--- config.mk ---
export PLATFORM = sky130hd
export DESIGN_NAME = cpu_opcode_subset_executor
export DESIGN_NICKNAME = d
export VERILOG_FILES = /design/src/design/cose_pkg.sv /design/src/design/cpu_opcode_subset_executor.sv
export SDC_FILE = /design/constraint.sdc
export NUM_CORES = 1
export LEC_CHECK = 0
export BUFFER_PORTS_ARGS = -buffer_cell sky130_fd_sc_hd__buf_2
export CAP_MARGIN = 20
export CORE_AREA = 2 2 79 138
export DETAILED_ROUTE_END_ITERATION = 16
export DIE_AREA = 0 0 81 140
export GPL_TIMING_DRIVEN = 0
export HOLD_SLACK_MARGIN = 0.15
export PLACE_DENSITY = 0.83
export SYNTH_ARGS = -nofsm -noshare
export SYNTH_HDL_FRONTEND = slang
export SYNTH_SLANG_ARGS = --single-unit
--- constraint.sdc ---
create_clock -name clk_i -period 7.1 [get_ports clk_i]
set_input_delay 1.42 -clock clk_i [delete_from_list [all_inputs] [get_ports clk_i]]
set_output_delay 1.42 -clock clk_i [all_outputs]
set_load 0.02 [all_outputs]
--- src/design/cose_pkg.sv ---
// ----------------------------------------------------------------------------
// cose_pkg
// Types, opcodes and power-up constants for the opcode subset executor.
// ----------------------------------------------------------------------------
package cose_pkg;

  typedef struct packed {
    logic [7:0]  op;
    logic [15:0] imm_word;
  } in_t;

  typedef struct packed {
    logic        write_enable;
    logic [15:0] write_address;
    logic [7:0]  write_data;
    logic        last_result;
    logic        unsupported;
    logic [2:0]  machine_cycles;
    logic [15:0] next_pc;
  } out_t;

  localparam logic [7:0] OP_NOP      = 8'h00;
  localparam logic [7:0] OP_LD_BC_NN = 8'h01;
  localparam logic [7:0] OP_LD_MBC_A = 8'h02;
  localparam logic [7:0] OP_INC_BC   = 8'h03;
  localparam logic [7:0] OP_INC_B    = 8'h04;
  localparam logic [7:0] OP_DEC_B    = 8'h05;
  localparam logic [7:0] OP_LD_B_N   = 8'h06;
  localparam logic [7:0] OP_RLCA     = 8'h07;
  localparam logic [7:0] OP_LD_MNN_SP = 8'h08;
  localparam logic [7:0] OP_ADD_HL_BC = 8'h09;

  localparam logic [7:0]  RESET_A  = 8'h01;
  localparam logic [7:0]  RESET_F  = 8'hB0;
  localparam logic [7:0]  RESET_B  = 8'h00;
  localparam logic [7:0]  RESET_C  = 8'h13;
  localparam logic [7:0]  RESET_H  = 8'h01;
  localparam logic [7:0]  RESET_L  = 8'h4D;
  localparam logic [15:0] RESET_SP = 16'hFFFE;
  localparam logic [15:0] RESET_PC = 16'h0100;

  localparam int unsigned FLAG_Z_BIT = 7;
  localparam int unsigned FLAG_N_BIT = 6;
  localparam int unsigned FLAG_H_BIT = 5;
  localparam int unsigned FLAG_C_BIT = 4;

endpackage

--- src/design/cpu_opcode_subset_executor.sv ---
// ----------------------------------------------------------------------------
// cpu_opcode_subset_executor
// Executes opcodes 0x00 to 0x09 of an 8-bit CPU, one instruction per
// transaction, and reports memory writes, cycle count and next PC.
//
// Usage: each input transaction carries an opcode and the two bytes that
// follow it. The instruction executes in the accepting cycle against the
// architectural registers and its result is registered, so it appears on
// the output channel in the cycle after acceptance. Single-result
// instructions sustain one transaction per cycle while the output is not
// stalled. LD (n16),SP produces two output transactions; the second waits
// in a holding register, and input is not taken until it has moved to the
// output register. A stall on the output holds the shown result; a new
// input is still accepted in the cycle the shown result is taken. Reset
// loads the power-up register values (PC 0x0100) and empties the output
// path; SP is the constant 0xFFFE.
// ----------------------------------------------------------------------------
module cpu_opcode_subset_executor (
  input  logic           clk_i,
  input  logic           rst_ni,
  input  logic           in_valid_i,
  output logic           in_ready_o,
  input  cose_pkg::in_t  in_data_i,
  output logic           out_valid_o,
  input  logic           out_ready_i,
  output cose_pkg::out_t out_data_o
);

  logic [7:0]  a_q, a_d, f_q, f_d, b_q, b_d, c_q, c_d, h_q, h_d, l_q, l_d;
  logic [15:0] pc_q, pc_d;

  logic           out_valid_q;
  cose_pkg::out_t out_q;
  logic           pend_valid_q;
  cose_pkg::out_t pend_q;

  cose_pkg::out_t res0, res1;
  logic           two_res;
  logic [1:0]     len;
  logic [7:0]     b_inc, b_dec;
  logic [15:0]    bc_inc;
  logic [16:0]    hl_sum;
  logic [12:0]    hl_low;
  logic           in_acc, out_acc;

  assign out_acc    = out_valid_q && out_ready_i;
  assign in_ready_o = (!out_valid_q || out_ready_i) && !pend_valid_q;
  assign in_acc     = in_valid_i && in_ready_o;

  assign b_inc  = b_q + 8'd1;
  assign b_dec  = b_q - 8'd1;
  assign bc_inc = {b_q, c_q} + 16'd1;
  assign hl_sum = {1'b0, h_q, l_q} + {1'b0, b_q, c_q};
  assign hl_low = {1'b0, h_q[3:0], l_q} + {1'b0, b_q[3:0], c_q};

  always_comb begin
    a_d = a_q; f_d = f_q; b_d = b_q; c_d = c_q; h_d = h_q; l_d = l_q;
    len = 2'd1;
    two_res = 1'b0;
    res0 = '0;
    res0.last_result = 1'b1;
    res0.machine_cycles = 3'd1;
    unique case (in_data_i.op)
      cose_pkg::OP_NOP: begin
      end
      cose_pkg::OP_LD_BC_NN: begin
        b_d = in_data_i.imm_word[15:8];
        c_d = in_data_i.imm_word[7:0];
        len = 2'd3;
        res0.machine_cycles = 3'd3;
      end
      cose_pkg::OP_LD_MBC_A: begin
        res0.write_enable  = 1'b1;
        res0.write_address = {b_q, c_q};
        res0.write_data    = a_q;
        res0.machine_cycles = 3'd2;
      end
      cose_pkg::OP_INC_BC: begin
        b_d = bc_inc[15:8];
        c_d = bc_inc[7:0];
        res0.machine_cycles = 3'd2;
      end
      cose_pkg::OP_INC_B: begin
        b_d = b_inc;
        f_d[cose_pkg::FLAG_Z_BIT] = (b_inc == 8'h00);
        f_d[cose_pkg::FLAG_N_BIT] = 1'b0;
        f_d[cose_pkg::FLAG_H_BIT] = (b_q[3:0] == 4'hF);
      end
      cose_pkg::OP_DEC_B: begin
        b_d = b_dec;
        f_d[cose_pkg::FLAG_Z_BIT] = (b_dec == 8'h00);
        f_d[cose_pkg::FLAG_N_BIT] = 1'b1;
        f_d[cose_pkg::FLAG_H_BIT] = (b_q[3:0] == 4'h0);
      end
      cose_pkg::OP_LD_B_N: begin
        b_d = in_data_i.imm_word[7:0];
        len = 2'd2;
        res0.machine_cycles = 3'd2;
      end
      cose_pkg::OP_RLCA: begin
        a_d = {a_q[6:0], a_q[7]};
        f_d = {3'b000, a_q[7], 4'h0};
      end
      cose_pkg::OP_LD_MNN_SP: begin
        two_res = 1'b1;
        len = 2'd3;
        res0.write_enable   = 1'b1;
        res0.write_address  = in_data_i.imm_word;
        res0.write_data     = cose_pkg::RESET_SP[7:0];
        res0.last_result    = 1'b0;
        res0.machine_cycles = 3'd5;
      end
      cose_pkg::OP_ADD_HL_BC: begin
        h_d = hl_sum[15:8];
        l_d = hl_sum[7:0];
        f_d[cose_pkg::FLAG_N_BIT] = 1'b0;
        f_d[cose_pkg::FLAG_H_BIT] = hl_low[12];
        f_d[cose_pkg::FLAG_C_BIT] = hl_sum[16];
        res0.machine_cycles = 3'd2;
      end
      default: begin
        res0.unsupported = 1'b1;
      end
    endcase
    pc_d = pc_q + {14'd0, len};
    res0.next_pc = pc_d;
    res1 = res0;
    res1.write_address = in_data_i.imm_word + 16'd1;
    res1.write_data    = cose_pkg::RESET_SP[15:8];
    res1.last_result   = 1'b1;
  end

  always_ff @(posedge clk_i or negedge rst_ni) begin
    if (!rst_ni) begin
      a_q  <= cose_pkg::RESET_A;
      f_q  <= cose_pkg::RESET_F;
      b_q  <= cose_pkg::RESET_B;
      c_q  <= cose_pkg::RESET_C;
      h_q  <= cose_pkg::RESET_H;
      l_q  <= cose_pkg::RESET_L;
      pc_q <= cose_pkg::RESET_PC;
      out_valid_q  <= 1'b0;
      pend_valid_q <= 1'b0;
    end else begin
      if (in_acc) begin
        a_q  <= a_d;
        f_q  <= f_d;
        b_q  <= b_d;
        c_q  <= c_d;
        h_q  <= h_d;
        l_q  <= l_d;
        pc_q <= pc_d;
        out_valid_q  <= 1'b1;
        pend_valid_q <= two_res;
      end else if (out_acc) begin
        out_valid_q  <= pend_valid_q;
        pend_valid_q <= 1'b0;
      end
    end
  end

  always_ff @(posedge clk_i) begin
    if (in_acc) begin
      out_q  <= res0;
      pend_q <= res1;
    end else if (out_acc && pend_valid_q) begin
      out_q <= pend_q;
    end
  end

  assign out_valid_o = out_valid_q;
  assign out_data_o  = out_q;

endmodule

# == Yosys cells after proc, flatten, opt, wreduce, memory -nomap -nowiden ==
# Index checks and enable logic that the tools add are counted.
# totals
out_inout_bits,48
word_cells,64
in_bits,28
reg_bits,125
# classes
n_mux,14
reduce_logical,18
addsub,5
n_eq_ne,9
# op_table
op,n
46-bit 2-to-1 mux,2
25-bit case mux with 2 select lines,1
8-bit case mux with 5 select lines,1
16-bit by 1-bit adder with 16-bit output (second input constant),2
8-bit by 3-bit == test with 1-bit output (second input constant),4
16-bit by 2-bit adder with 16-bit output,1
8-bit by 2-bit == test with 1-bit output (second input constant),2
8-bit by 4-bit == test with 1-bit output (second input constant),2
8-bit case mux with 2 select lines,1
10-bit OR reduction,1
3-bit case mux with 3 select lines,1
8-bit by 1-bit adder with 8-bit output (second input constant),1
8-bit by 1-bit == test with 1-bit output (second input constant),1
8-bit zero test,1
8-bit by 1-bit subtractor with 8-bit output (second input constant),1
1-bit 2-to-1 mux,7
2-bit AND reduction,3
2-bit nonzero test,3
5-bit nonzero test,1
1-bit logical AND,4
2-bit case mux with 2 select lines,1
4-bit OR reduction,1
1-bit zero test,2
2-bit OR reduction,1
1-bit logical OR,1

# == Logic depth before layout (Yosys ltp) ==
# Gate-level depths: netlist of run 1.
# logic_depth
ltp_word,5
depth_mapped,13

# == Worst setup path before layout of run 1 ==
# Ideal clock, no wire load.
# synth_path
path_kind,input -> register
startpoint,input in_data_i[21] (netlist name)
endpoint,register b_q[7]
arrival_time_ns,4.502
setup_time_ns,0.127
path_stages,9
setup_slack_ns,2.471
path_cell_list,or4_1 buf_2 nor4_1 ha_1 a21oi_1 o2111ai_1 and3_1 or2_2 a311o_2
# synth_via
elab_chain_cells,3
word_cells_on_any_way,8
cone_classes,5 x eq/ne; 1 x mux; 2 x reduce/logical
# synth_rtl
item,line,text
"start, declared",cpu_opcode_subset_executor.sv:23,"input cose_pkg::in_t in_data_i,"
"8-bit by 3-bit == test with 1-bit output, or another cell as far along",cpu_opcode_subset_executor.sv:63,unique case (in_data_i.op)
5-bit nonzero test (no source line),n/a,
2-bit AND reduction (no source line),n/a,
"end signal, assigned",cpu_opcode_subset_executor.sv:137,b_q <= cose_pkg::RESET_B;
"end, declared",cpu_opcode_subset_executor.sv:29,"logic [7:0] a_q, a_d, f_q, f_d, b_q, b_d, c_q, c_d, h_q, h_d, l_q, l_d;"
# Parallel ways exist; a longest one is shown, timed or not.
# A chain may end at the register's enable or synchronous reset.

# == Worst setup path after layout of run 1 ==
# layout_path
startpoint,input in_data_i[17] (netlist name)
endpoint,register out_q (netlist bit out_data_o[14]) (data pin)
# layout_via
elab_chain_cells,5
word_cells_on_any_way,7
cone_classes,1 x add/sub; 3 x eq/ne; 2 x mux; 1 x reduce/logical
# layout_rtl
item,line,text
8-bit by 4-bit == test with 1-bit output or 8-bit by 1-bit == test with 1-bit output (tied branches),cpu_opcode_subset_executor.sv:63,
2-bit OR reduction (no source line),n/a,
2-bit case mux with 2 select lines *,cpu_opcode_subset_executor.sv:63,
16-bit by 2-bit adder with 16-bit output *,cpu_opcode_subset_executor.sv:125,"pc_d = pc_q + {14'd0, len};"
via pc_d[14],cpu_opcode_subset_executor.sv:30,"logic [15:0] pc_q, pc_d;"
46-bit 2-to-1 mux *,cpu_opcode_subset_executor.sv:163,if (in_acc) begin
"end signal, assigned",cpu_opcode_subset_executor.sv:164,out_q <= res0;
"end signal, assigned",cpu_opcode_subset_executor.sv:167,out_q <= pend_q;
"end, declared",cpu_opcode_subset_executor.sv:33,cose_pkg::out_t out_q;
# The timed path passes the listed nets; every way through them passes the cells marked *.

==> summary.txt, run 1 <==
Run status
  – Status: finished, final reports clean

Logic synthesis
  – Synth cell types: 63
  – Synth top cells by count: nand2_1, edfxtp_1, nor2_1
  – Mapped Cells: 599
  – FFs w/ async S/R, synth: 33.60%
  – Synthesized net count: 639
  – EDFF count, synth: 83
  – Register area share after synthesis: 55.75%
  – Yosys top cell area share: 39.14%
  – Cell taking the most area after synthesis: edfxtp_1
  – Yosys warning count: 0
  – Top-count cell post-synth: nand2_1
  – Synth area leaders: edfxtp_1, dfrtp_1, nand2_1
  – Mean post-synth cell area: 10.63 µm²
  – Top_reg_cell synth: edfxtp_1
  – Seq cells post-synth: 125
  – Mapped Area: 6367 µm²

Clock network
  – Sink Count: 125
  – H-tree levels: 4
  – TritonCTS clock tree: built
  – TritonCTS buffer count: 17
  – Clk buf depth: 2
  – Post-CTS Resized: 0
  – CTS Hold Bufs: 0
  – Clk_lat worst skew: 0.41 ns
  – Reg clk slew, reported paths: 0.06 ns
  – Root Buffer: clkbuf_16
  – Setup Buffers After CTS: 0

GRT
  – Global-route wire length before repair: 26.90 mm
  – Largest net degree at the start of global routing: 43
  – GRT Util Overall: 31.83%
  – Vias in the first global route: 5,442
  – GR Overflow Total: 0
  – Initial antenna violation count: 0

Route
  – Vias: 5,317
  – DRC marker count from the first detailed-route iteration: 415
  – Antenna Nets Post-Route: 0
  – WL final: 17.53 mm
  – DR WL/cell: 21.07 µm
  – Via density: 6.391
  – DRC Markers: 0
  – Drt pass-1 iters: 5

Timing
  – Worst Max-Slew Pin Slew: 0.9621 ns
  – Slew Limit Fails: 0
  – Final setup fails: 0
  – Max Fclk: 208.0 MHz
  – Hold Vio Cnt, Final: 0
  – Slew margin rel.: 35.32%
  – Final period utilization: 67.71%
  – WHS: 0.5129 ns
  – Period minus WS final: 4.807 ns
  – RSZ-0062 raised after global routing: false
  – TNS Setup: 0 ns
  – Worst setup margin: 2.293 ns
  – Worst Skew: 0.007398 ns

Finish
  – N_diodes: 0
  – Area Overhead vs Synth: 19.24%
  – Final core occ: 74.60%
  – Fillers: 667
  – Nets: 732
  – Share of cells above drive strength 1: 20.85%
  – Post-route cell area: 7592 µm²

Placed design
  – Placed Instance Area: 6955 µm²
  – Port buffer count: 71
  – RePlAce Congestion: 0.9571
  – Pre-CTS WS: 2.155 ns
  – Detailed Place HPWL: 12.11 mm

Worst setup path
  – CP Data Required Time: 7.26 ns
  – Arr. time, crit path: 4.97 ns
  – Setup crit end kind: flip-flop
  – Max FO, Critical Path: 10
  – Family with the most delay on the worst path: simple AND/OR/NAND/NOR gates
  – Buf+Inv Stages, Crit Path: 3
  – Worst setup SP type: input pin
  – Setup Crit Path Kind: in -> reg
  – Crit path cell chain: buf_2, clkbuf_1, clkbuf_1, a21oi_1, o32a_1, nor2_1, fa_1, nand3_1, nor4_1, nand3_1, xnor2_1, mux2_2
  – CP peak stage delay: 0.84 ns
  – Slowest cell on crit path: nor4_1

Power
  – Sw Pwr: 0.5609 mW
  – Max IR drop VDD: 0.0001945 V
  – Sequential power share: 44.1%
  – Power Density: 273.8 nW/µm²
  – Internal power: 1.518 mW
  – Comb pwr share: 12.9%
  – Net Sw Frac: 26.98%
  – Clk pwr share: 42.9%
  – Lkg Pwr: 3.054 nW

Floorplan
  – Core box area: 10,180 µm²
  – Initial core utilization: 62.56%
  – Die width: 81 µm
  – Die Y: 140 µm
  – Area of the die: 11,340 µm²
  – Site row count: 49
  – I/O pins: 76

Flow run
  – Max Cap Viol: 0

Hold path
  – Hold crit path type: reg -> reg
[final cells by class]
class	count	area, µm²	area share, %
Buffer	36	140.1	1.846
Clock buffer	17	425.4	5.603
Clock inverter	15	183.9	2.423
Inverter	9	33.78	0.4450
Multi-Input combinational cell	429	2663	35.07
Sequential cell	125	3550	46.75
Tap cell	127	158.9	2.093
Timing Repair Buffer	74	437.9	5.768
[power by group through the flow]
| stage | sequential [mW] | clock (mW) | combinational (mW) |
|---|---|---|---|
| finish | 0.917 | 0.892 | 0.269 |
| CTS | 0.916 | 0.890 | 0.266 |
| detailed placement | 0.929 | 0 | 0.262 |
| global route | 0.924 | 0.929 | 0.292 |
| floorplan | 0.948 | 0 | 0.141 |
| global placement | 0.926 | 0 | 0.246 |
[cell families after synthesis]
| logic type | synth area share [%] |
|---|---|
| AO/OA/AOI/OAI | 11.75 |
| XOR/XNOR | 6.190 |
| AND/OR/NAND/NOR | 18.20 |
| buffers and inverters | 2.712 |
| flip-flops | 55.75 |
| multiplexers | 2.810 |
| adder cells (fa/ha/maj) | 2.594 |
[worst register-to-register path, cell delays in order, from the launching register on]
cell,delay (ns)
dfrtp_1,0.37
ha_1,0.21
fa_1,0.25
nand3_1,0.24
nor4_1,0.84
nand3_1,0.22
xnor2_1,0.22
mux2_2,0.29
[state kept, by name, summed over array words and instances, names as in the netlist]
| name | flops |
|---|---|
| out_data_o | 46 |
| b_q | 8 |
| c_q | 8 |
| out_valid_o | 1 |
| a_q | 8 |
| pc_q | 16 |
| pend_q | 37 |
| pend_valid_q | 1 |
[cell usage in the layout (no fill, tap or decap), types with 4 or more instances in the layout]
cell type / Yosys / layout
a31oi_1: 7 / 7
xnor2_1: 27 / 27
nand3_1: 16 / 16
dfrtp_1: 37 / 37
clkbuf_16: 0 / 17
nand2_1: 104 / 104
a221oi_1: 15 / 15
inv_6: 0 / 5
clkbuf_1: 28 / 27
dfstp_2: 5 / 5
o21ai_0: 21 / 21
mux2_2: 15 / 15
nor3_1: 9 / 9
xor2_1: 18 / 18
o211ai_1: 4 / 4
buf_1: 5 / 5
or2_2: 5 / 5
nand2b_1: 8 / 8
a22o_1: 4 / 4
inv_1: 8 / 8
nor4_1: 8 / 7
buf_2: 3 / 74
a21oi_1: 25 / 24
edfxtp_1: 83 / 83
ha_1: 10 / 10
nor2_1: 54 / 54
and3_1: 8 / 8
nand4_1: 15 / 15
[worst paths after layout]
check                                  to  depth (start not counted)  slack, ns           from
min reg2reg                      pc_q[15]                          1       0.51       pc_q[15]
max                        out_data_o[14]                         12       2.29  in_data_i[17]
min                              pc_q[15]                          1       0.51       pc_q[15]
max in group asynchronous         pc_q[8]                          2       5.48         rst_ni
max reg2reg                out_data_o[14]                          7       4.21        pc_q[0]
min in group asynchronous          a_q[2]                          1       1.02         rst_ni
[stage by stage]
stage | total power, mW | cells
finish | 2.079 | 832
detailed placement | 1.191 | 799
global placement | 1.172 | 797
floorplan | 1.089 | 599
CTS | 2.072 | 831
global route | 2.146 | 832
[per-layer routing]
| metal | vias to the layer above | share of wire [%] | wire (µm) | track usage [%] |
|---|---|---|---|---|
| met1 | 2553 | 34 | 5959 | 33.48 |
| met2 | 307 | 54 | 9505 | 56.55 |
| met5 | - | 0 | 0 | 0 |
| li1 | 2379 | - | - | - |
| met4 | 0 | 5.7 | 1005 | 19.09 |
| met3 | 78 | 6.0 | 1059 | 6.314 |
Power figures use the tool's default switching activity.
==> inputs of run 2 (changes only) <==
--- a/config.mk
+++ b/config.mk
@@ -5,14 +5,15 @@
 export SDC_FILE = /design/constraint.sdc
 export NUM_CORES = 1
 export LEC_CHECK = 0
+export ABC_AREA = 1
 export BUFFER_PORTS_ARGS = -buffer_cell sky130_fd_sc_hd__buf_2
 export CAP_MARGIN = 20
-export CORE_AREA = 2 2 79 138
+export CORE_AREA = 2 2 83 144
 export DETAILED_ROUTE_END_ITERATION = 16
-export DIE_AREA = 0 0 81 140
+export DIE_AREA = 0 0 85 146
 export GPL_TIMING_DRIVEN = 0
 export HOLD_SLACK_MARGIN = 0.15
-export PLACE_DENSITY = 0.83
+export PLACE_DENSITY = 0.78
 export SYNTH_ARGS = -nofsm -noshare
 export SYNTH_HDL_FRONTEND = slang
 export SYNTH_SLANG_ARGS = --single-unit
==> constraint.sdc (replaced) <==
create_clock -name clk_i -period 4.7 [get_ports clk_i]
set_input_delay 0.94 -clock clk_i [delete_from_list [all_inputs] [get_ports clk_i]]
set_output_delay 0.94 -clock clk_i [all_outputs]
set_load 0.02 [all_outputs]
==> run 2 against run 1 <==
  * Via count rose by 2.9%
  * First-iteration DRC count rose by 6.7%
  * Sequential share of layout area fell by 0.54 points
  * Wire length fell by 1.5%
  * Critical endpoint is now out_data_o[13]
==> summary.txt, run 2 <==
Run status
  – Status: finished, final reports clean

Route
  – Antenna Nets Post-Route: 0 (unchanged)
  – WL final: 17.26 mm (-1.5%)
  – Drt pass-1 iters: 5 (unchanged)
  – Via density: 5.844 (-8.6%)
  – DR WL/cell: 18.44 µm (-12%)
  – DRC Markers: 0 (unchanged)
  – Vias: 5,470 (+2.9%)
  – DRC marker count from the first detailed-route iteration: 443 (+6.7%)

Clock network
  – Setup Buffers After CTS: 0 (unchanged)
  – H-tree levels: 4 (unchanged)
  – Root Buffer: clkbuf_16
  – Sink Count: 125 (unchanged)
  – Clk buf depth: 2 (unchanged)
  – CTS Hold Bufs: 0 (unchanged)
  – TritonCTS clock tree: built
  – Reg clk slew, reported paths: 0.06 ns (about the same)
  – Clk_lat worst skew: 0.42 ns (about the same)
  – TritonCTS buffer count: 17 (unchanged)
  – Post-CTS Resized: 0 (unchanged)

Logic synthesis
  – Adder-Cell Fraction of Synth Area: 2.545% (-0.049 points)
  – Yosys top cell area share: 38.40% (-0.74 points)
  – Synth cell types: 42 (-33%)
  – Mapped Cells: 696 (+16%)
  – Seq cells post-synth: 125 (unchanged)
  – Mux contribution to synthesized area: 0% (-2.8 points)
  – Xor/xnor share of the synthesized area: 4.029% (-2.2 points)
  – Synthesized net count: 736 (+15%)
  – Yosys warning count: 0 (unchanged)
  – Register area share after synthesis: 54.69% (-1.1 points)
  – Top-count cell post-synth: nand2_1
  – Largest family of logic cells by synthesized area: simple AND/OR/NAND/NOR gates
  – Synth top cells by count: nand2_1, inv_1, edfxtp_1
  – EDFF count, synth: 83 (unchanged)
  – Simple-Gate Fraction of Synth Area: 22.83% (+4.6 points)
  – FFs w/ async S/R, synth: 33.60% (unchanged)
  – Mapped Area: 6490 µm² (+1.9%)
  – Synth Area in Compound Gates: 8.772% (-3.0 points)
  – Mean post-synth cell area: 9.325 µm² (-12%)
  – Top_reg_cell synth: edfxtp_1
  – Synth area leaders: edfxtp_1, dfrtp_1, nand2_1
  – Cell taking the most area after synthesis: edfxtp_1

Finish
  – Final core occ: 68.78% (-5.8 points)
  – Area Overhead vs Synth: 18.35%
  – Most frequent cells in the layout: nand2_1, inv_1, edfxtp_1, buf_2, o21ai_0
  – Fillers: 862 (+29%)
  – N_diodes: 0 (unchanged)
  – Most common cell after layout, fill and taps aside: nand2_1
  – Largest register FFs: 46 (unchanged)
  – Share of cells above drive strength 1: 19.15% (-1.7 points)
  – Nets: 831 (+14%)

Power
  – Max IR drop VDD: 0.0004614 V (+140%)
  – Power Density: 432.0 nW/µm² (+58%)
  – Overall Power: 3.318 mW (+60%)
  – Lkg Pwr: 3.512 nW (+15%)

GRT
  – Vias in the first global route: 5,659 (+4.0%)
  – Initial antenna violation count: 0 (unchanged)
  – GR Overflow Total: 0 (unchanged)
  – Global-route wire length before repair: 27.82 mm (+3.4%)
  – Largest net degree at the start of global routing: 47 (+9.3%)
  – Gr busiest metal: met2
  – Global-route met3 utilization: 6.069% (-0.25 points)
  – Grt met1 use: 29.94% (-3.5 points)
  – GRT Util Overall: 28.95% (-2.9 points)
  – Met2 usage: 52.81% (-3.7 points)

Worst setup path
  – Arr. time, crit path: 3.30 ns (-1.67 ns)
  – Setup crit end kind: flip-flop
  – Worst setup SP type: input pin
  – Setup Crit Path Kind: in -> reg
  – Max FO, Critical Path: 5 (-5)
  – CP Data Required Time: 4.87 ns (-2.39 ns)

Floorplan
  – Core box area: 11,170 µm² (+9.7%)
  – Area of the die: 12,410 µm² (+9.4%)
  – I/O pins: 76 (unchanged)
  – Die Y: 146 µm (+4.3%)
  – Die width: 85 µm (+4.9%)
  – Initial core utilization: 58.12% (-4.4 points)
  – Site row count: 51 (+4.1%)

Timing
  – Slew margin rel.: 28.66% (-6.7 points)
  – WHS: 0.4882 ns (-0.02473 ns)
  – Final period utilization: 66.66%
  – Slew Limit Fails: 0 (unchanged)
  – Hold Vio Cnt, Final: 0 (unchanged)
  – TNS Setup: 0 ns (unchanged)
  – Max Fclk: 319.2 MHz
  – RSZ-0062 raised after global routing: false
  – Final setup fails: 0 (unchanged)
  – Worst Skew: 0.01280 ns (+0.005399 ns)
  – Period minus WS final: 3.133 ns
  – Worst Max-Slew Pin Slew: 1.070 ns (+0.1080 ns)

Placed design
  – Detailed Place HPWL: 12.39 mm (+2.3%)
  – RePlAce Congestion: 0.9511 (-0.63%)
  – Port buffer count: 74 (+4.2%)

Hold path
  – Hold crit path type: in -> async

Flow run
  – Max Cap Viol: 0 (unchanged)
[run 2: cell types whose count changed after synthesis, moves of 11 or more]
| cell | delta |
|---|---|
| a221oi_1 | -15 |
| clkbuf_1 | -26 |
| inv_1 | +79 |
| mux2_2 | -15 |
| nand2_1 | +86 |
| nand3_1 | +28 |
| nor2_1 | -13 |
| o21ai_0 | +28 |
| o221ai_1 | +11 |
| xnor2_1 | -27 |
[run 2: area by class of cell]
type / instances / area, µm² / area share, %
flip-flops and latches: 125 / 3550 / 46.21
multi-input cells: 464 / 2480 / 32.29
clock buffers: 18 / 429.2 / 5.587
repair buffers: 76 / 410.4 / 5.343
inverters: 90 / 337.8 / 4.398
clock inverters: 14 / 183.9 / 2.395
well taps: 132 / 165.2 / 2.150
plain buffers: 17 / 125.1 / 1.629
[run 2: final timing paths]
check	startpoint	to	slack (ns)	depth (start not counted)
worst max register to register	out_valid_o	out_data_o[21]	2.25	6
max in group asynchronous	rst_ni	pc_q[8]	3.60	2
worst min-delay path	rst_ni	b_q[2]	0.49	1
worst min register to register	a_q[6]	a_q[6]	0.49	2
worst max-delay path	in_data_i[19]	out_data_o[13]	1.57	16
min in group clk_i	a_q[6]	a_q[6]	0.49	2
[run 2: worst max-delay path: stages]
cell and delay, ns:
buf_2 0.12, nor2_1 0.28, nand2_1 0.15, nor2_2 0.28, nor2_1 0.11, nand2_1 0.11
ha_1 0.16, a21oi_1 0.04, nor2_1 0.27, nand2_1 0.11, nor2_1 0.29, nand2_1 0.10
nand2_1 0.08, nand2_1 0.08, nand2_1 0.10, nand2_1 0.05
[run 2: cells by family after synthesis]
group,Yosys count
simple gates,327
compound gates,96
buf+inv,107
fa+ha+maj,12
flops,125
xor+xnor,29
[run 2: power by group]
part	switching, mW	internal, mW
Clock	0.512	0.846
Combinational	0.361	0.160
Sequential	0.0895	1.35
[run 2: metal layers]
layer,up-vias,wire length (µm)
li1,2535,-
met1,2579,5916
met2,278,9439
met3,78,995
met4,0,907
met5,-,0
[run 2: through the flow]
stage	cell area [µm²]	std cells	setup WS, ns
after floorplan	6490	696	1.713
after global placement	7025	902	1.027
after detailed placement	7048	903	1.165
after CTS	7661	935	1.590
after global routing	7681	936	1.278
final	7681	936	1.567
==> inputs of run 3 (changes only) <==
--- a/config.mk
+++ b/config.mk
@@ -5,15 +5,15 @@
 export SDC_FILE = /design/constraint.sdc
 export NUM_CORES = 1
 export LEC_CHECK = 0
-export ABC_AREA = 1
+export ABC_AREA = 0
 export BUFFER_PORTS_ARGS = -buffer_cell sky130_fd_sc_hd__buf_2
 export CAP_MARGIN = 20
-export CORE_AREA = 2 2 83 144
+export CORE_AREA = 2 2 86 150
 export DETAILED_ROUTE_END_ITERATION = 16
-export DIE_AREA = 0 0 85 146
+export DIE_AREA = 0 0 88 152
 export GPL_TIMING_DRIVEN = 0
 export HOLD_SLACK_MARGIN = 0.15
-export PLACE_DENSITY = 0.78
+export PLACE_DENSITY = 0.75
 export SYNTH_ARGS = -nofsm -noshare
 export SYNTH_HDL_FRONTEND = slang
 export SYNTH_SLANG_ARGS = --single-unit
==> constraint.sdc (replaced) <==
create_clock -name clk_i -period 2.71 [get_ports clk_i]
set_input_delay 0.542 -clock clk_i [delete_from_list [all_inputs] [get_ports clk_i]]
set_output_delay 0.542 -clock clk_i [all_outputs]
set_load 0.02 [all_outputs]
==> run 3 against run 2 <==
  * The run now ends with setup timing left
  * Combinational power is 57% higher
  * Clock power is 55% higher
  * Final cell count is 4.6% lower
  * First-iteration DRC count is 23% lower
  * Clock-buffer cell count is 2 higher
  * Die area is 7.8% higher
  * Sequential power is 67% higher
  * Clock skew is 0.0044 ns lower
  * Hold slack worse by 0.071 ns
  * Flip-flop and latch count stayed put
  * Critical path depth is 6 lower
  * Critical path type unchanged
  * Largest power group unchanged
  * Highest routed layer unchanged
==> summary.txt, run 3 (synthesized netlist as in run 1, its figures left out) <==
Run status
  – Status: complete, but fails checks
  – Failing checks: setup timing

Worst setup path
  – Worst setup SP type: input pin
  – CP peak stage delay: 0.62 ns (+0.33 ns)
  – Crit path cell chain: buf_6, or4_4, nor4_4, buf_6, ha_1, a21oi_2, o2111ai_2, and3_4, or2_2, a311o_2
  – CP Data Required Time: 3.01 ns (-1.86 ns)
  – Setup crit end kind: flip-flop
  – Most used cell, CP: buf_6
  – Max FO, Critical Path: 7 (+2)
  – Slowest cell on crit path: or4_4
  – Arr. time, crit path: 3.05 ns (-0.25 ns)
  – Setup Crit Path Kind: in -> reg

GRT
  – Global-route wire length before repair: 27.14 mm (-2.4%)
  – Vias in the first global route: 5,508 (-2.7%)
  – Largest net degree at the start of global routing: 47 (unchanged)
  – GR Overflow Total: 0 (unchanged)
  – Gr busiest metal: met2
  – Grt met1 use: 28.53% (-1.4 points)
  – GRT Util Overall: 26.94% (-2.0 points)
  – Global-route met3 utilization: 5.323% (-0.75 points)
  – Met2 usage: 47.15% (-5.7 points)
  – Initial antenna violation count: 0 (unchanged)

Timing
  – Final setup fails: 3 (+3)
  – Worst setup margin: -0.04078 ns (-1.608 ns)
  – Final period utilization: 101.5%
  – Hold Vio Cnt, Final: 0 (unchanged)
  – Period minus WS final: 2.751 ns
  – Max Fclk: 363.5 MHz
  – RSZ-0062 raised after global routing: true
  – Worst Max-Slew Pin Slew: 0.6872 ns (-0.3830 ns)
  – TNS Setup: -0.07484 ns (-0.07484 ns)
  – Worst Skew: 0.008433 ns (-0.004364 ns)
  – Slew margin rel.: 54.19% (+26 points)
  – Slew Limit Fails: 0 (unchanged)

Floorplan
  – Die width: 88 µm (+3.5%)
  – Site row count: 54 (+5.9%)
  – Die Y: 152 µm (+4.1%)
  – Initial core utilization: 52.07% (-6.1 points)
  – Core box area: 12,230 µm² (+9.5%)
  – I/O pins: 76 (unchanged)
  – Area of the die: 13,380 µm² (+7.8%)

Finish
  – Most frequent cells in the layout: nand2_1, edfxtp_1, buf_2, nor2_1, dfrtp_1
  – Area Overhead vs Synth: 25.37%
  – Nets: 752 (-9.5%)
  – Most common cell after layout, fill and taps aside: nand2_1
  – Final core occ: 65.28% (-3.5 points)
  – Largest register FFs: 46 (unchanged)
  – Share of cells above drive strength 1: 28.28% (+9.1 points)
  – Count of non-filler cells in the finished layout: 893 (-4.6%)
  – N_diodes: 0 (unchanged)

Clock network
  – Reg clk slew, reported paths: 0.06 ns (about the same)
  – TritonCTS clock tree: built
  – Clk_lat worst skew: 0.42 ns (about the same)
  – Clk buf depth: 2 (unchanged)
  – Sink Count: 125 (unchanged)
  – TritonCTS buffer count: 17 (unchanged)
  – H-tree levels: 4 (unchanged)
  – Root Buffer: clkbuf_16

Power
  – Sequential power share: 45.2% (+1.8 points)
  – Sw Pwr: 1.520 mW (+58%)
  – Power Density: 669.5 nW/µm² (+55%)
  – Clk pwr share: 39.5% (-1.4 points)
  – Net Sw Frac: 28.44% (-0.55 points)
  – Lkg Pwr: 3.216 nW (-8.4%)
  – Overall Power: 5.344 mW (+61%)
  – Internal power: 3.824 mW (+62%)
  – Comb pwr share: 15.3% (-0.4 points)
  – Max IR drop VDD: 0.0004210 V (-8.8%)

Flow run
  – Max Cap Viol: 0 (unchanged)

Route
  – Vias: 5,218 (-4.6%)
  – DRC Markers: 0 (unchanged)
  – DR WL/cell: 19.26 µm (+4.5%)
  – Via density: 5.843 (about the same)
  – DRC marker count from the first detailed-route iteration: 340 (-23%)
  – Antenna Nets Post-Route: 0 (unchanged)
  – WL final: 17.20 mm (-0.33%)
  – Drt pass-1 iters: 4 (-1)

Placed design
  – Port buffer count: 71 (-4.1%)
  – Detailed Place HPWL: 11.92 mm (-3.7%)
  – Dpl cells: 839 (-7.1%)
  – RePlAce Congestion: 0.9190 (-3.4%)

Hold path
  – Hold crit path type: in -> reg
## run 3: area by class of cell
cell class	count	area (µm²)
inverter	9	33.78
clock buffer	20	466.7
sequential	125	3550
clock inverter	12	87.58
multi-input combinational	429	2883
tap	168	210.2
fill	942	4247
timing repair buffer	96	590.6
buffer	34	161.4
## run 3: metrics by stage
| step | hold WS (ns) | instance area [µm²] | setup WS [ns] |
|---|---|---|---|
| floorplan | 0.2464 | 6449 | -0.5340 |
| global placement | 0.4646 | 7014 | -0.9446 |
| detailed placement | 0.4710 | 7042 | -1.019 |
| CTS | 0.3499 | 7890 | -0.07653 |
| global route | 0.4204 | 7983 | -0.1204 |
| finish | 0.4169 | 7983 | -0.04078 |
## run 3: critical path, delay by kind of cell
| family | cells | cell delay, ns |
|---|---|---|
| and+or+nand+nor | 4 | 1.27 |
| AOI/OAI and AO/OA | 3 | 0.73 |
| buffers and inverters | 2 | 0.27 |
| adders and majority gates | 1 | 0.24 |
## run 3: power groups by stage
stage	clock network, mW	registers (mW)	logic (mW)
after floorplan	0	2.48	0.385
after detailed placement	0	2.44	0.699
after CTS	2.12	2.40	0.784
after global placement	0	2.43	0.670
final	2.11	2.41	0.820
after global routing	2.21	2.43	0.892
## run 3: routing by layer
metal	vias up	wire (µm)
met5	-	0
met4	0	905
met3	58	756
met2	192	9489
met1	2551	6050
li1	2417	-
## run 3: what timing repair did
item                       in CTS  in global routing
hold endpoints to repair        0                 13
hold buffers                    0                  1
setup endpoints to repair      83                 80
gates resized for setup        33                 13
setup buffers                  20                  2
pin swaps                      11                  8
## run 3: worst paths after layout
path                                from              to  slack, ns  cells past startpoint
setup / recovery           in_data_i[20]          b_q[7]      -0.04                     10
hold / removal             in_data_i[20]      pend_q[19]       0.42                      3
setup reg to reg             out_valid_o  out_data_o[34]       0.25                      6
hold reg to reg                 pc_q[15]        pc_q[15]       0.49                      1
max in group asynchronous         rst_ni         pc_q[8]       1.52                      3
min in group asynchronous         rst_ni          a_q[6]       0.60                      2
